### src/hdl/rsc_pkg.sv
// rsc_pkg: shared widths, codes, control structs and colour expansion tables
// for the rgb332 row scaler; no dependencies
package rsc_pkg;

   // line store depth
   localparam int LINE_MAX = 1024;
   localparam int RAM_AW   = $clog2(LINE_MAX);

   // field widths
   localparam int FUNC_W = 1;
   localparam int POS_W  = 12;
   localparam int PIX_W  = 8;
   localparam int CH_W   = 8;
   localparam int MASK_W = 32;
   localparam int FMT_W  = 2;
   localparam int SW_W   = 11;
   localparam int DW_W   = 13;

   // column scaling divider
   localparam int PROD_W = POS_W + SW_W;
   localparam int Q_W    = SW_W;
   localparam int QCNT_W = $clog2(Q_W);
   localparam int IDX_W  = (RAM_AW > Q_W) ? RAM_AW : Q_W;

   // mask lanes
   localparam int SH_W      = $clog2(MASK_W);
   localparam int SH_MAX    = MASK_W - 1;
   localparam int NIB       = 4;
   localparam int CH_MAX    = 255;
   localparam int DIV_STEPS = MASK_W / 2;
   localparam int DCNT_W    = $clog2(DIV_STEPS);

   // register file
   localparam int REG_IDX_W = 3;
   localparam int CSR_AW    = REG_IDX_W + 2;
   localparam int CSR_DW    = 32;

   typedef enum logic [REG_IDX_W-1:0] {
      REG_PIXEL_FORMAT,
      REG_RED_MASK,
      REG_GREEN_MASK,
      REG_BLUE_MASK,
      REG_SOURCE_WIDTH,
      REG_DEST_WIDTH
   } reg_idx_type;

   localparam logic [FMT_W-1:0]  FMT_RGB = 2'd0;
   localparam logic [FMT_W-1:0]  FMT_BGR = 2'd1;
   localparam logic [FUNC_W-1:0] FUNC_LOAD = 1'b0;
   localparam logic [FUNC_W-1:0] FUNC_EMIT = 1'b1;

   localparam logic [FMT_W-1:0]  FMT_RST   = FMT_RGB;
   localparam logic [MASK_W-1:0] RMASK_RST = 32'h00FF_0000;
   localparam logic [MASK_W-1:0] GMASK_RST = 32'h0000_FF00;
   localparam logic [MASK_W-1:0] BMASK_RST = 32'h0000_00FF;
   localparam logic [SW_W-1:0]   SW_RST    = 11'd1024;
   localparam logic [DW_W-1:0]   DW_RST    = 13'd1024;

   typedef struct packed {
      logic norm_go;
      logic val_go;
   } lane_ctrl_type;

   typedef struct packed {
      logic normed;
      logic done;
   } lane_status_type;

   // x*255/7 truncated
   function automatic logic [CH_W-1:0] exp3(input logic [2:0] x);
      logic [CH_W-1:0] v;
      case (x)
         3'd0:    v = 8'd0;
         3'd1:    v = 8'd36;
         3'd2:    v = 8'd72;
         3'd3:    v = 8'd109;
         3'd4:    v = 8'd145;
         3'd5:    v = 8'd182;
         3'd6:    v = 8'd218;
         default: v = 8'd255;
      endcase
      return v;
   endfunction

   // x*255/3
   function automatic logic [CH_W-1:0] exp2(input logic [1:0] x);
      logic [CH_W-1:0] v;
      case (x)
         2'd0:    v = 8'd0;
         2'd1:    v = 8'd85;
         2'd2:    v = 8'd170;
         default: v = 8'd255;
      endcase
      return v;
   endfunction

endpackage

### src/hdl/rsc_col_div.sv
// rsc_col_div: bit-serial restoring divider for column scaling, one quotient bit a cycle
// depends on rsc_pkg
module rsc_col_div (
   input  logic                      clock,
   input  logic                      reset,
   input  logic                      start,
   input  logic [rsc_pkg::PROD_W-1:0] dividend,
   input  logic [rsc_pkg::DW_W-1:0]   divisor,
   output logic [rsc_pkg::Q_W-1:0]    quotient,
   output logic                      done
);
   import rsc_pkg::*;

   typedef enum logic [1:0] {D_IDLE, D_RUN, D_DONE} div_state_type;

   div_state_type     state_ff, state_in;
   logic [DW_W-1:0]   rem_ff, rem_in;
   logic [Q_W-1:0]    dq_ff, dq_in;
   logic [DW_W-1:0]   dvs_ff, dvs_in;
   logic [QCNT_W-1:0] cnt_ff, cnt_in;

   logic [DW_W:0] trial;
   logic [DW_W:0] diff;
   logic          fits;

   // quotient is known to stay below 2^Q_W, so the top bits seed the remainder
   assign trial = {rem_ff, dq_ff[Q_W-1]};
   assign diff  = trial - {1'b0, dvs_ff};
   assign fits  = trial >= {1'b0, dvs_ff};

   always_comb begin
      state_in = state_ff;
      rem_in   = rem_ff;
      dq_in    = dq_ff;
      dvs_in   = dvs_ff;
      cnt_in   = cnt_ff;
      if (start) begin
         state_in = D_RUN;
         rem_in   = DW_W'(dividend[PROD_W-1:Q_W]);
         dq_in    = dividend[Q_W-1:0];
         dvs_in   = divisor;
         cnt_in   = '0;
      end else begin
         unique case (state_ff)
            D_RUN: begin
               rem_in = fits ? diff[DW_W-1:0] : trial[DW_W-1:0];
               dq_in  = {dq_ff[Q_W-2:0], fits};
               cnt_in = cnt_ff + 1'b1;
               if (cnt_ff == QCNT_W'(Q_W - 1)) begin
                  state_in = D_DONE;
               end
            end
            D_IDLE, D_DONE: begin
            end
            default: state_in = D_IDLE;
         endcase
      end
   end

   always_ff @(posedge clock) begin
      if (reset) begin
         state_ff <= D_IDLE;
         cnt_ff   <= '0;
      end else begin
         state_ff <= state_in;
         cnt_ff   <= cnt_in;
      end
      rem_ff <= rem_in;
      dq_ff  <= dq_in;
      dvs_ff <= dvs_in;
   end

   assign quotient = dq_ff;
   assign done     = (state_ff == D_DONE);
endmodule

### config.mk
export PLATFORM = sky130hd
export DESIGN_NAME = rsc_col_div
export DESIGN_NICKNAME = d
export VERILOG_FILES = /design/src/hdl/rsc_pkg.sv /design/src/hdl/rsc_col_div.sv
export SDC_FILE = /design/constraint.sdc
export NUM_CORES = 1
export LEC_CHECK = 0
export BUFFER_PORTS_ARGS = -buffer_cell sky130_fd_sc_hd__buf_2
export CAP_MARGIN = 0
export CORE_ASPECT_RATIO = 0.5
export CORE_MARGIN = 5
export CORE_UTILIZATION = 52
export CTS_BUF_LIST = sky130_fd_sc_hd__clkbuf_4 sky130_fd_sc_hd__clkbuf_8
export DETAILED_ROUTE_END_ITERATION = 7
export PLACE_DENSITY = 0.79
export SLEW_MARGIN = 10
export SYNTH_ARGS = -nofsm -noshare
export SYNTH_HDL_FRONTEND = slang
export SYNTH_SLANG_ARGS = --single-unit
export TNS_END_PERCENT = 10
### constraint.sdc
create_clock -name clock -period 2.4 [get_ports clock]
set_input_delay 0.24 -clock clock [delete_from_list [all_inputs] [get_ports clock]]
set_output_delay 0.24 -clock clock [all_outputs]
set_load 0.05 [all_outputs]
==> results.cfg <==
[outcome]
status = finished, final reports clean

[cells_and_area]
fin_nets = 348
final_util_pct = 65.7
areaGrowthSynthToFinish_pct = 24.1
final_area_um2 = 3180
antenna_cells = 0
drive_gt1_share_pct = 36.7

[timing]
fmax_mhz = 423
fin_setup_tns_ns = 0
finalHoldViolCount = 0
fin_crit_sh_pct = 98.6
slew_violations = 0
fin_crit_ns = 2.37
worst_pin_slew_ns = 0.592
clock_skew_ns = 0.00632
relSlewSlack_pct = 60.5
worst_slack_ns = 0.0341
setup_viol = 0

[synth]
synth_nets = 287
synth-seq-area-share_pct = 47.7
synth_top_flop_cell = edfxtp_1
synth_cell_types = 49
ys_ff_latch = 43
async_flop_share_pct = 0
syn_area_um2 = 2560
syn_inst = 232
synth-edff-count = 36
syn_avg_cell_area_um2 = 11.0
ys_warn_count = 0

[global_route]
grt_pass1_vias = 2001
grt_start_max_net_pins = 45
grt.overflow.total = 0
grt_use_total_pct = 17.6
antenna_found_initial = 0
grt_pass1_wl_um = 8790

[worst_setup_path]
worst-path-buf-inv = 2
cp-start-kind = register
path_class = reg -> reg
r2r_setup_slack_ns = 0.03
crit_fanout = 4
rr_endpoint = rem_ff[8]$_DFFE_PP_
reg2reg_from = quotient[10]$_DFFE_PP_
critPathRequiredTime_ns = 2.46
slowest_delay_ns = 0.39
path_cells = inv_1 -> ha_2 -> inv_2 -> fa_2 -> nand3_2 -> a21oi_2 -> nor2_4 -> a21oi_4 -> mux2_4 -> mux2_2
crit_end = rem_ff[8]$_DFFE_PP_
worstSetupEndpointType = register
critPathLaunch = quotient[10]$_DFFE_PP_
critPathTopFamily = multiplexers
arrival_ns = 2.43
cp_num_cells = 10
cp_slowest_cell = edfxtp_1
worstRegToRegCells = 10

[clock_network]
clkTransAtPathRegs_ns = 0.09
post_cts_buffers = 0
clk_latency_ns = 0.31
cts_buffers = 5
h-tree-depth = 2
cts.sinks = 43
postCtsHoldBufs = 0
cts_tree = done
cts-root-buf = clkbuf_8
cts_buffer_depth = 2

[placement]
dp_slack_ns = 0.0177
placed_area_um2 = 2980
gp_congestion = 0.874
port-buffer-count = 50
hpwl_um = 3950

[floorplan]
coreArea_um2 = 4840
pin_count = 51
fp.dieH_um = 59.6
initial_core_util_pct = 52.9
die_w_um = 109
rows = 18
die-area_um2 = 6520

[detailed_routing]
wl_per_cell_um = 15.4
num_vias = 1979
ant_nets = 0
via_per_inst = 5.44
drt-total-wl_um = 5600
dr.pass1.iters = 4
route.detailed.drc = 0
dr.first_iter.drc_count = 64

[job]
maxCapViolCount = 0

[pwr]
power_w = 0.00301
peakVddDrop_mv = 0.580
powerDensity_nw_per_um2 = 946
p_leak_nw = 1.30

[min_path]
min_path_type = in -> reg
[repair_timing]
item / CTS / global route
pin swaps: 0 / 4
endpoints found under the setup margin: 1 / 8
gates resized for setup: 1 / 14
[through the flow]
stage / cells / hold slack [ns]
after floorplan: 232 / 0.312
after global placement: 356 / 0.416
after detailed placement: 356 / 0.419
after CTS: 364 / 0.0948
after global routing: 364 / 0.0858
final: 364 / 0.0981
[cells in the final DEF (no fill, tap or decap), drive strengths merged]
| cell | instances |
|---|---|
| buf | 61 |
| edfxtp | 36 |
| a21oi | 23 |
| inv | 20 |
| nor2 | 17 |
| ha | 15 |
| mux2 | 14 |
| nand2 | 12 |
| o21ai | 10 |
| dfxtp | 7 |
| xnor2 | 6 |
| nor3b | 6 |
| nor2b | 6 |
| a221o | 5 |
| nand2b | 5 |
| clkbuf | 5 |
| nor3 | 5 |
| xor2 | 4 |
| mux2i | 4 |
| nand3 | 4 |
| nand4 | 3 |
| o211ai | 3 |
| a21o | 3 |
| o31ai | 2 |
| a2111oi | 2 |
| nor4 | 2 |
| clkinv | 2 |
| o21a | 1 |
| and3 | 1 |
| o221ai | 1 |
| or2 | 1 |
| a31o | 1 |
| a41oi | 1 |
| o21bai | 1 |
| nand3b | 1 |
| o211a | 1 |
| o22ai | 1 |
| fa | 1 |
| bufinv | 1 |
[where the power goes]
part	switching, W	leakage, nW	internal (W)	total (W)
Clock	0.000280	0.0581	0.000310	0.000591
Combinational	0.000763	0.829	0.000635	0.00140
Sequential	0.0000697	0.417	0.000950	0.00102
[sequential cells by signal, summed over array words and instances (netlist names)]
| signal | count |
|---|---|
| state_ff | 2 |
| rem_ff | 13 |
| quotient | 11 |
| dvs_ff | 13 |
| cnt_ff | 4 |
[layout make-up]
class	count	area [µm²]
multi-input cells	162	1330
well taps	70	87.6
fillers	372	1660
inverters	20	75.1
clock buffers	5	68.8
clock inverters	3	43.8
repair buffers	61	357
flip-flops and latches	43	1220
[worst min path at each step]
stage | from | end | slack (ns) | cells past startpoint
after floorplan | reset | state_ff[0]$_SDFFE_PP0P_ | 0.31 | 1
after global placement | divisor[6] | dvs_ff[6]$_DFFE_PP_ | 0.42 | 1
after detailed placement | divisor[5] | dvs_ff[5]$_DFFE_PP_ | 0.42 | 1
after CTS | divisor[0] | dvs_ff[0]$_DFFE_PP_ | 0.09 | 1
after global routing | divisor[3] | dvs_ff[3]$_DFFE_PP_ | 0.09 | 1
final | divisor[0] | dvs_ff[0]$_DFFE_PP_ | 0.1 | 1
[layer usage]
metal	GRT usage, %	up-vias	routed length [µm]
met1	19.6	942	2400
li1	-	973	-
met3	6.20	10	273
met4	5.51	0	62
met2	32.0	54	2870
met5	0	-	0
[cell usage after synthesis, types with 2 or more instances]
cell type	count	area share, %
a21o_1	2	0.59
a21oi_1	21	4.1
a221o_1	5	2.0
buf_1	3	0.44
clkbuf_1	3	0.44
dfxtp_1	7	5.5
edfxtp_1	36	42
ha_1	15	7.3
inv_1	20	2.9
mux2_2	13	5.7
mux2i_1	4	1.6
nand2_1	11	1.6
nand2b_1	5	1.2
nand3_1	3	0.59
nand4_1	3	0.73
nor2_1	15	2.2
nor2_2	2	0.49
nor2b_1	6	1.5
nor3_1	4	0.78
nor3b_1	6	1.8
o211ai_1	3	0.88
o21ai_0	7	1.4
o21ai_1	3	0.59
o31ai_1	2	0.59
xnor2_1	6	2.1
xor2_1	4	1.4
[cell families after synthesis]
group,count (synthesis),synth area share [%]
simple gates,63,13.6
xor+xnor,10,3.42
fa+ha+maj,16,8.11
flops,43,47.7
mux,18,7.71
compound gates,55,15.3
buf+inv,27,4.25
Power figures use the tool's default switching activity.
