**src/hdl/rsc_pkg.sv**
```systemverilog
// rsc_pkg: shared widths, codes, control structs and colour expansion tables
// for the rgb332 row scaler; no dependencies
package rsc_pkg;

   // line store depth
   localparam int LINE_MAX = 1024;
   localparam int RAM_AW   = $clog2(LINE_MAX);

   // field widths
   localparam int FUNC_W = 1;
   localparam int POS_W  = 12;
   localparam int PIX_W  = 8;
   localparam int CH_W   = 8;
   localparam int MASK_W = 32;
   localparam int FMT_W  = 2;
   localparam int SW_W   = 11;
   localparam int DW_W   = 13;

   // column scaling divider
   localparam int PROD_W = POS_W + SW_W;
   localparam int Q_W    = SW_W;
   localparam int QCNT_W = $clog2(Q_W);
   localparam int IDX_W  = (RAM_AW > Q_W) ? RAM_AW : Q_W;

   // mask lanes
   localparam int SH_W      = $clog2(MASK_W);
   localparam int SH_MAX    = MASK_W - 1;
   localparam int NIB       = 4;
   localparam int CH_MAX    = 255;
   localparam int DIV_STEPS = MASK_W / 2;
   localparam int DCNT_W    = $clog2(DIV_STEPS);

   // register file
   localparam int REG_IDX_W = 3;
   localparam int CSR_AW    = REG_IDX_W + 2;
   localparam int CSR_DW    = 32;

   typedef enum logic [REG_IDX_W-1:0] {
      REG_PIXEL_FORMAT,
      REG_RED_MASK,
      REG_GREEN_MASK,
      REG_BLUE_MASK,
      REG_SOURCE_WIDTH,
      REG_DEST_WIDTH
   } reg_idx_type;

   localparam logic [FMT_W-1:0]  FMT_RGB = 2'd0;
   localparam logic [FMT_W-1:0]  FMT_BGR = 2'd1;
   localparam logic [FUNC_W-1:0] FUNC_LOAD = 1'b0;
   localparam logic [FUNC_W-1:0] FUNC_EMIT = 1'b1;

   localparam logic [FMT_W-1:0]  FMT_RST   = FMT_RGB;
   localparam logic [MASK_W-1:0] RMASK_RST = 32'h00FF_0000;
   localparam logic [MASK_W-1:0] GMASK_RST = 32'h0000_FF00;
   localparam logic [MASK_W-1:0] BMASK_RST = 32'h0000_00FF;
   localparam logic [SW_W-1:0]   SW_RST    = 11'd1024;
   localparam logic [DW_W-1:0]   DW_RST    = 13'd1024;

   typedef struct packed {
      logic norm_go;
      logic val_go;
   } lane_ctrl_type;

   typedef struct packed {
      logic normed;
      logic done;
   } lane_status_type;

   // x*255/7 truncated
   function automatic logic [CH_W-1:0] exp3(input logic [2:0] x);
      logic [CH_W-1:0] v;
      case (x)
         3'd0:    v = 8'd0;
         3'd1:    v = 8'd36;
         3'd2:    v = 8'd72;
         3'd3:    v = 8'd109;
         3'd4:    v = 8'd145;
         3'd5:    v = 8'd182;
         3'd6:    v = 8'd218;
         default: v = 8'd255;
      endcase
      return v;
   endfunction

   // x*255/3
   function automatic logic [CH_W-1:0] exp2(input logic [1:0] x);
      logic [CH_W-1:0] v;
      case (x)
         2'd0:    v = 8'd0;
         2'd1:    v = 8'd85;
         2'd2:    v = 8'd170;
         default: v = 8'd255;
      endcase
      return v;
   endfunction

endpackage

```
**src/hdl/rsc_mask_lane.sv**
```systemverilog
// rsc_mask_lane: one colour channel of the mask format; serial mask normalise,
// one multiply, radix-4 serial divide by 255, shift back; depends on rsc_pkg
module rsc_mask_lane (
   input  logic                          clock,
   input  logic                          reset,
   input  rsc_pkg::lane_ctrl_type        ctrl,
   input  logic [rsc_pkg::MASK_W-1:0]    mask,
   input  logic [rsc_pkg::CH_W-1:0]      value,
   output rsc_pkg::lane_status_type      status,
   output logic [rsc_pkg::MASK_W-1:0]    result
);
   import rsc_pkg::*;

   typedef enum logic [2:0] {L_IDLE, L_NORM, L_WAIT, L_MUL, L_DIV, L_DONE} lane_state_type;

   localparam logic [CH_W+1:0] D1 = (CH_W + 2)'(CH_MAX);
   localparam logic [CH_W+1:0] D2 = (CH_W + 2)'(2 * CH_MAX);
   localparam logic [CH_W+1:0] D3 = (CH_W + 2)'(3 * CH_MAX);

   lane_state_type    state_ff, state_in;
   logic [MASK_W-1:0] msk_ff, msk_in;
   logic [MASK_W-1:0] nrm_ff, nrm_in;
   logic [SH_W-1:0]   sh_ff, sh_in;
   logic [CH_W-1:0]   val_ff, val_in;
   logic [MASK_W-1:0] dq_ff, dq_in;
   logic [CH_W-1:0]   rem_ff, rem_in;
   logic [DCNT_W-1:0] cnt_ff, cnt_in;

   logic [CH_W+MASK_W-1:0] prod_full;
   logic [CH_W+1:0]        trial;

   assign prod_full = (CH_W + MASK_W)'(val_ff) * (CH_W + MASK_W)'(nrm_ff);
   assign trial     = {rem_ff, dq_ff[MASK_W-1 -: 2]};

   always_comb begin
      state_in = state_ff;
      msk_in   = msk_ff;
      nrm_in   = nrm_ff;
      sh_in    = sh_ff;
      val_in   = val_ff;
      dq_in    = dq_ff;
      rem_in   = rem_ff;
      cnt_in   = cnt_ff;
      if (ctrl.norm_go) begin
         state_in = L_NORM;
         msk_in   = mask;
         nrm_in   = mask;
         sh_in    = '0;
      end else begin
         unique case (state_ff)
            L_NORM: begin
               // whole zero nibbles first, then single bits, capped at bit 31
               if ((nrm_ff[NIB-1:0] == '0) && (sh_ff <= SH_W'(SH_MAX - NIB))) begin
                  nrm_in = nrm_ff >> NIB;
                  sh_in  = sh_ff + SH_W'(NIB);
               end else if (!nrm_ff[0] && (sh_ff != SH_W'(SH_MAX))) begin
                  nrm_in = nrm_ff >> 1;
                  sh_in  = sh_ff + 1'b1;
               end else begin
                  state_in = L_WAIT;
               end
            end
            L_WAIT: begin
               if (ctrl.val_go) begin
                  val_in   = value;
                  state_in = L_MUL;
               end
            end
            L_MUL: begin
               // product kept modulo 2^32
               dq_in    = prod_full[MASK_W-1:0];
               rem_in   = '0;
               cnt_in   = '0;
               state_in = L_DIV;
            end
            L_DIV: begin
               if (trial >= D3) begin
                  rem_in = CH_W'(trial - D3);
                  dq_in  = {dq_ff[MASK_W-3:0], 2'd3};
               end else if (trial >= D2) begin
                  rem_in = CH_W'(trial - D2);
                  dq_in  = {dq_ff[MASK_W-3:0], 2'd2};
               end else if (trial >= D1) begin
                  rem_in = CH_W'(trial - D1);
                  dq_in  = {dq_ff[MASK_W-3:0], 2'd1};
               end else begin
                  rem_in = trial[CH_W-1:0];
                  dq_in  = {dq_ff[MASK_W-3:0], 2'd0};
               end
               cnt_in = cnt_ff + 1'b1;
               if (cnt_ff == DCNT_W'(DIV_STEPS - 1)) begin
                  state_in = L_DONE;
               end
            end
            L_IDLE, L_DONE: begin
            end
            default: state_in = L_IDLE;
         endcase
      end
   end

   always_ff @(posedge clock) begin
      if (reset) begin
         state_ff <= L_IDLE;
         cnt_ff   <= '0;
      end else begin
         state_ff <= state_in;
         cnt_ff   <= cnt_in;
      end
      msk_ff <= msk_in;
      nrm_ff <= nrm_in;
      sh_ff  <= sh_in;
      val_ff <= val_in;
      dq_ff  <= dq_in;
      rem_ff <= rem_in;
   end

   assign result        = (dq_ff << sh_ff) & msk_ff;
   assign status.normed = (state_ff == L_WAIT);
   assign status.done   = (state_ff == L_DONE);
endmodule

```
**config.mk**
```make
export PLATFORM = sky130hd
export DESIGN_NAME = rsc_mask_lane
export DESIGN_NICKNAME = d
export VERILOG_FILES = /design/src/hdl/rsc_pkg.sv /design/src/hdl/rsc_mask_lane.sv
export SDC_FILE = /design/constraint.sdc
export NUM_CORES = 1
export LEC_CHECK = 0
export BUFFER_PORTS_ARGS = -buffer_cell sky130_fd_sc_hd__buf_4
export CORE_MARGIN = 10
export CORE_UTILIZATION = 45
export CTS_CLUSTER_DIAMETER = 120
export DETAILED_ROUTE_END_ITERATION = 10
export GPL_TIMING_DRIVEN = 0
export PLACE_DENSITY = 0.66
export SYNTH_ARGS = -nofsm -noshare
export SYNTH_HDL_FRONTEND = slang
export SYNTH_SLANG_ARGS = --single-unit
```
**constraint.sdc**
```tcl
create_clock -name clock -period 5.4 [get_ports clock]
set_input_delay 0.27 -clock clock [delete_from_list [all_inputs] [get_ports clock]]
set_output_delay 0.27 -clock clock [all_outputs]
set_load 0.05 [all_outputs]
```
==> results.txt <==
The final layout contains routed wiring with a total length of 43.93 mm. TritonCTS built the clock tree. Averaged over all synthesized cells, the footprint is 9.337 µm². Counting along the longest clock path gives a buffer depth of 2.

The die covers 37860 µm². The async set-or-reset flop fraction in the synthesized netlist is 0. The detail-routed via count per cell is 5.584.

For the worst-skew pair, the clock arrives at the later sink with an insertion delay of 0.43 ns. The run finished with clean final reports. Once placement completed, the tool counted placed cells totaling 1936. The final non-filler cell total came out at 2014. The switching power as a share of total power came out at 0.4203. The wire length per cell after detailed routing came out at 21.81 µm. The vertical die dimension came out at 194.6 µm. The run gives 0 as the final number of hold-violating endpoints.

Setup repair after global routing could not meet its margin everywhere. The number of CTS-inserted buffers was 17; the number of enable-type register cells in the synthesized netlist was 112. The antenna diode instance count was 0; the area growth from synthesis to layout was 18.33%. The sequential group share of total power is 0.192, and the register area share after synthesis is 0.2627. OpenSTA, run right after detailed placement, puts the worst setup slack at -1.016 ns.

The logs give 67.77 mm for the global-route wire length before repair and 0 for the max-slew violation count. The largest voltage drop on the vdd net was 280.2 µV; the worst-margin pin slew was 1.028 ns. In the synthesized netlist, the number of instances is 1469.

The post-route worst setup slack was 0.09945 ns; the horizontal extent of the die was 194.6 µm. The H-tree depth reported by CTS was 4; the leakage power was 6.981 nW. The worst setup path is launched from a register. The fraction of layout instances using a drive strength above 1 works out to 0.1761.

For this design the total switching power over the nets is 2.947 mW. STA classifies the critical path endpoint as a register. The setup total negative slack was 0 ns; the worst slew slack as a fraction of its limit was 0.3118.

The end-of-flow core utilization came out at 0.5432. The first-pass iteration count of the detailed router came out at 5. Post-route minimum period: 5.301 ns. The run gives 0.165 as the fraction of power consumed by the clock network.

The initial antenna violation count was 0; the post-synthesis instance area was 13720 µm². The tools report the global-route usage over all layers as 0.2284. The type of the worst setup path is register to register. Row generation in the floorplan step produced 63 rows. In this run the tool buffered the top-level ports with 77 buffer cells. The min-delay analysis places its worst path in the category primary input to register. After clock tree synthesis, the clock-pin slew on the worst setup and hold paths is 0.06 ns. The total internal power was 4.065 mW; the overall via count from detail_route was 11250.

The number of sinks driven by the clock tree is 124, and the number of violations reported at the end of detailed-routing iteration 0 is 1015. For the final-stage net count, the log shows 1864. The combinational cell fraction of total power is 0.644, and the pin count of the biggest net entering global routing is 41.

In this run the clock root is driven by a sky130_fd_sc_hd__clkbuf_16. Yosys printed 0 warnings. Setup violations remaining at the end of the flow were counted as 0. Timing would allow up to 188.7 MHz.

After clock tree synthesis, the flow added hold-fix buffers numbering 0. The HPWL after detailed placement was 33.43 mm. In this run the count of I/O pins placed on the die edge is 78. The main flop type after synthesis was sky130_fd_sc_hd__edfxtp_1. For the final database, setup skew stands at 0.009747 ns. The core region is 29870 µm². Of all nets on the critical path, the largest fanout is 6.

Final antenna-violating net count: 0. The power density over cell area is 432.0 nW/µm², and the remaining design rule violation count is 0. The starting utilization of the core area is 0.4591, and the count of distinct cell types in the synthesized netlist is 63.

Remaining global-route overflow: 0. Data arrives at the worst endpoint at 5.46 ns. At the end of routability-driven placement, the weighted congestion stood at 0.9556. The via count of the first global-routing pass is 11620, and the post-synthesis sequential element count is 124. Ratio of final minimum period to clock period: 0.9816.

Worst path required time: 5.56 ns. Counting every net in the synthesized netlist gives 1720. The tool flagged a number of max-cap violations equal to 0.
[kinds of logic after synthesis]
kind of cell,synth area share
buffers and inverters,0.07106
AOI/OAI and AO/OA,0.1014
muxes,0.06532
DFF,0.2627
adders and majority gates,0.2742
and+or+nand+nor,0.1965
xor gates and xnor gates,0.02874
[routing by layer]
metal | GRT usage | share of wire
met5 | 0 | 0
met4 | 0.07694 | 0.028
met3 | 0.04681 | 0.074
met2 | 0.3671 | 0.47
met1 | 0.3002 | 0.43
[repair_timing]
item	CTS	global route
cloned	0	1
gates resized for setup	71	64
buffers inserted	39	15
pin swaps	38	66
endpoints found under the setup margin	18	9
[layout by cell type (no fill, tap or decap), types with 7 or more instances in the layout]
cell	n
sky130_fd_sc_hd__and3_1	7
sky130_fd_sc_hd__o21ai_0	75
sky130_fd_sc_hd__nand2_1	202
sky130_fd_sc_hd__edfxtp_1	112
sky130_fd_sc_hd__nand3_1	15
sky130_fd_sc_hd__buf_6	9
sky130_fd_sc_hd__and2_4	13
sky130_fd_sc_hd__a21oi_1	58
sky130_fd_sc_hd__clkbuf_1	43
sky130_fd_sc_hd__buf_4	125
sky130_fd_sc_hd__mux4_2	14
sky130_fd_sc_hd__inv_2	13
sky130_fd_sc_hd__o21a_1	10
sky130_fd_sc_hd__nor2b_1	13
sky130_fd_sc_hd__inv_1	165
sky130_fd_sc_hd__xor2_1	16
sky130_fd_sc_hd__o22ai_1	7
sky130_fd_sc_hd__and2_1	178
sky130_fd_sc_hd__ha_1	34
sky130_fd_sc_hd__a21o_1	11
sky130_fd_sc_hd__a211oi_1	12
sky130_fd_sc_hd__nor3b_1	8
sky130_fd_sc_hd__fa_1	151
sky130_fd_sc_hd__mux2_2	8
sky130_fd_sc_hd__mux2i_1	49
sky130_fd_sc_hd__ha_4	14
sky130_fd_sc_hd__xnor2_1	27
sky130_fd_sc_hd__clkbuf_16	18
sky130_fd_sc_hd__buf_2	13
sky130_fd_sc_hd__nor2_1	71
sky130_fd_sc_hd__dfxtp_1	12
[flip-flops by register name, indices dropped and copies added (netlist names)]
name	flops
sh_ff	5
dq_ff	32
msk_ff	32
rem_ff	8
state_ff	3
nrm_ff	32
cnt_ff	4
val_ff	8
[per-stage QoR]
stage / area, µm² / hold slack (ns) / total power [mW]
floorplan: 13720 / 0.3391 / 4.088
global placement: 14780 / 0.4482 / 4.915
detailed placement: 14780 / 0.4493 / 4.964
CTS: 15980 / 0.008093 / 6.675
global route: 16230 / 0.004791 / 7.565
finish: 16230 / 0.01649 / 7.012
[synthesized netlist by cell type, drive strengths merged, types with 8 or more instances]
cell    count  area [µm²]
inv       178       668.1
nor2b      13       81.33
and2      191        1195
nand3      15       75.07
nor3b       8       60.06
a21o       11       82.58
xnor2      28       245.2
dfxtp      12       240.2
o21ai      85       429.2
mux2        8       90.09
o21a       10       75.07
xor2       17       148.9
a21oi      64       320.3
ha         51       638.1
nand2     203       762.0
a211oi     16       130.1
mux4       14       315.3
buf        15       73.82
edfxtp    112        3363
nor2       71       266.5
and3        9       56.30
fa        156        3123
mux2i      49       490.5
clkbuf     61       229.0
[worst max-delay path, cell delays in order (launching register included)]
cell                       delay, ns
sky130_fd_sc_hd__edfxtp_1       0.57
sky130_fd_sc_hd__clkbuf_8       0.23
sky130_fd_sc_hd__buf_4          0.16
sky130_fd_sc_hd__and2_1         0.15
sky130_fd_sc_hd__fa_1           0.51
sky130_fd_sc_hd__fa_1           0.54
sky130_fd_sc_hd__fa_1           0.54
sky130_fd_sc_hd__inv_1          0.05
sky130_fd_sc_hd__fa_1           0.55
sky130_fd_sc_hd__inv_1          0.05
sky130_fd_sc_hd__ha_2           0.38
sky130_fd_sc_hd__nand3_1        0.12
sky130_fd_sc_hd__o41a_1         0.50
sky130_fd_sc_hd__a31oi_4        0.18
sky130_fd_sc_hd__a41oi_2        0.17
sky130_fd_sc_hd__xor2_2         0.24
sky130_fd_sc_hd__a21oi_2        0.09
[area by class of cell]
type	count	area, µm²
repair buffers	131	1013
clock buffers	18	429.2
well taps	390	488.0
multi-input cells	1090	9497
inverters	179	671.9
clock inverters	12	148.9
flip-flops and latches	124	3603
fillers	2689	13650
plain buffers	70	377.9
[final timing paths]
check	startpoint	endpoint	slack, ns	depth (start not counted)
worst max-delay path	val_ff[7]$_DFFE_PP_	dq_ff[30]$_DFFE_PP_	0.1	16
worst min-delay path	value[4]	val_ff[4]$_DFFE_PP_	0.02	1
worst max register to register	val_ff[7]$_DFFE_PP_	dq_ff[30]$_DFFE_PP_	0.1	16
worst min register to register	cnt_ff[2]$_SDFFE_PP0P_	cnt_ff[2]$_SDFFE_PP0P_	0.51	2
[power by group through the flow]
stage	Combinational (mW)	Sequential, mW	Clock, mW
global route	5.02	1.35	1.20
finish	4.51	1.34	1.15
floorplan	2.77	1.32	0
CTS	4.18	1.34	1.16
detailed placement	3.60	1.36	0
global placement	3.56	1.36	0
Note: power is estimated with default switching activity, not from simulation.
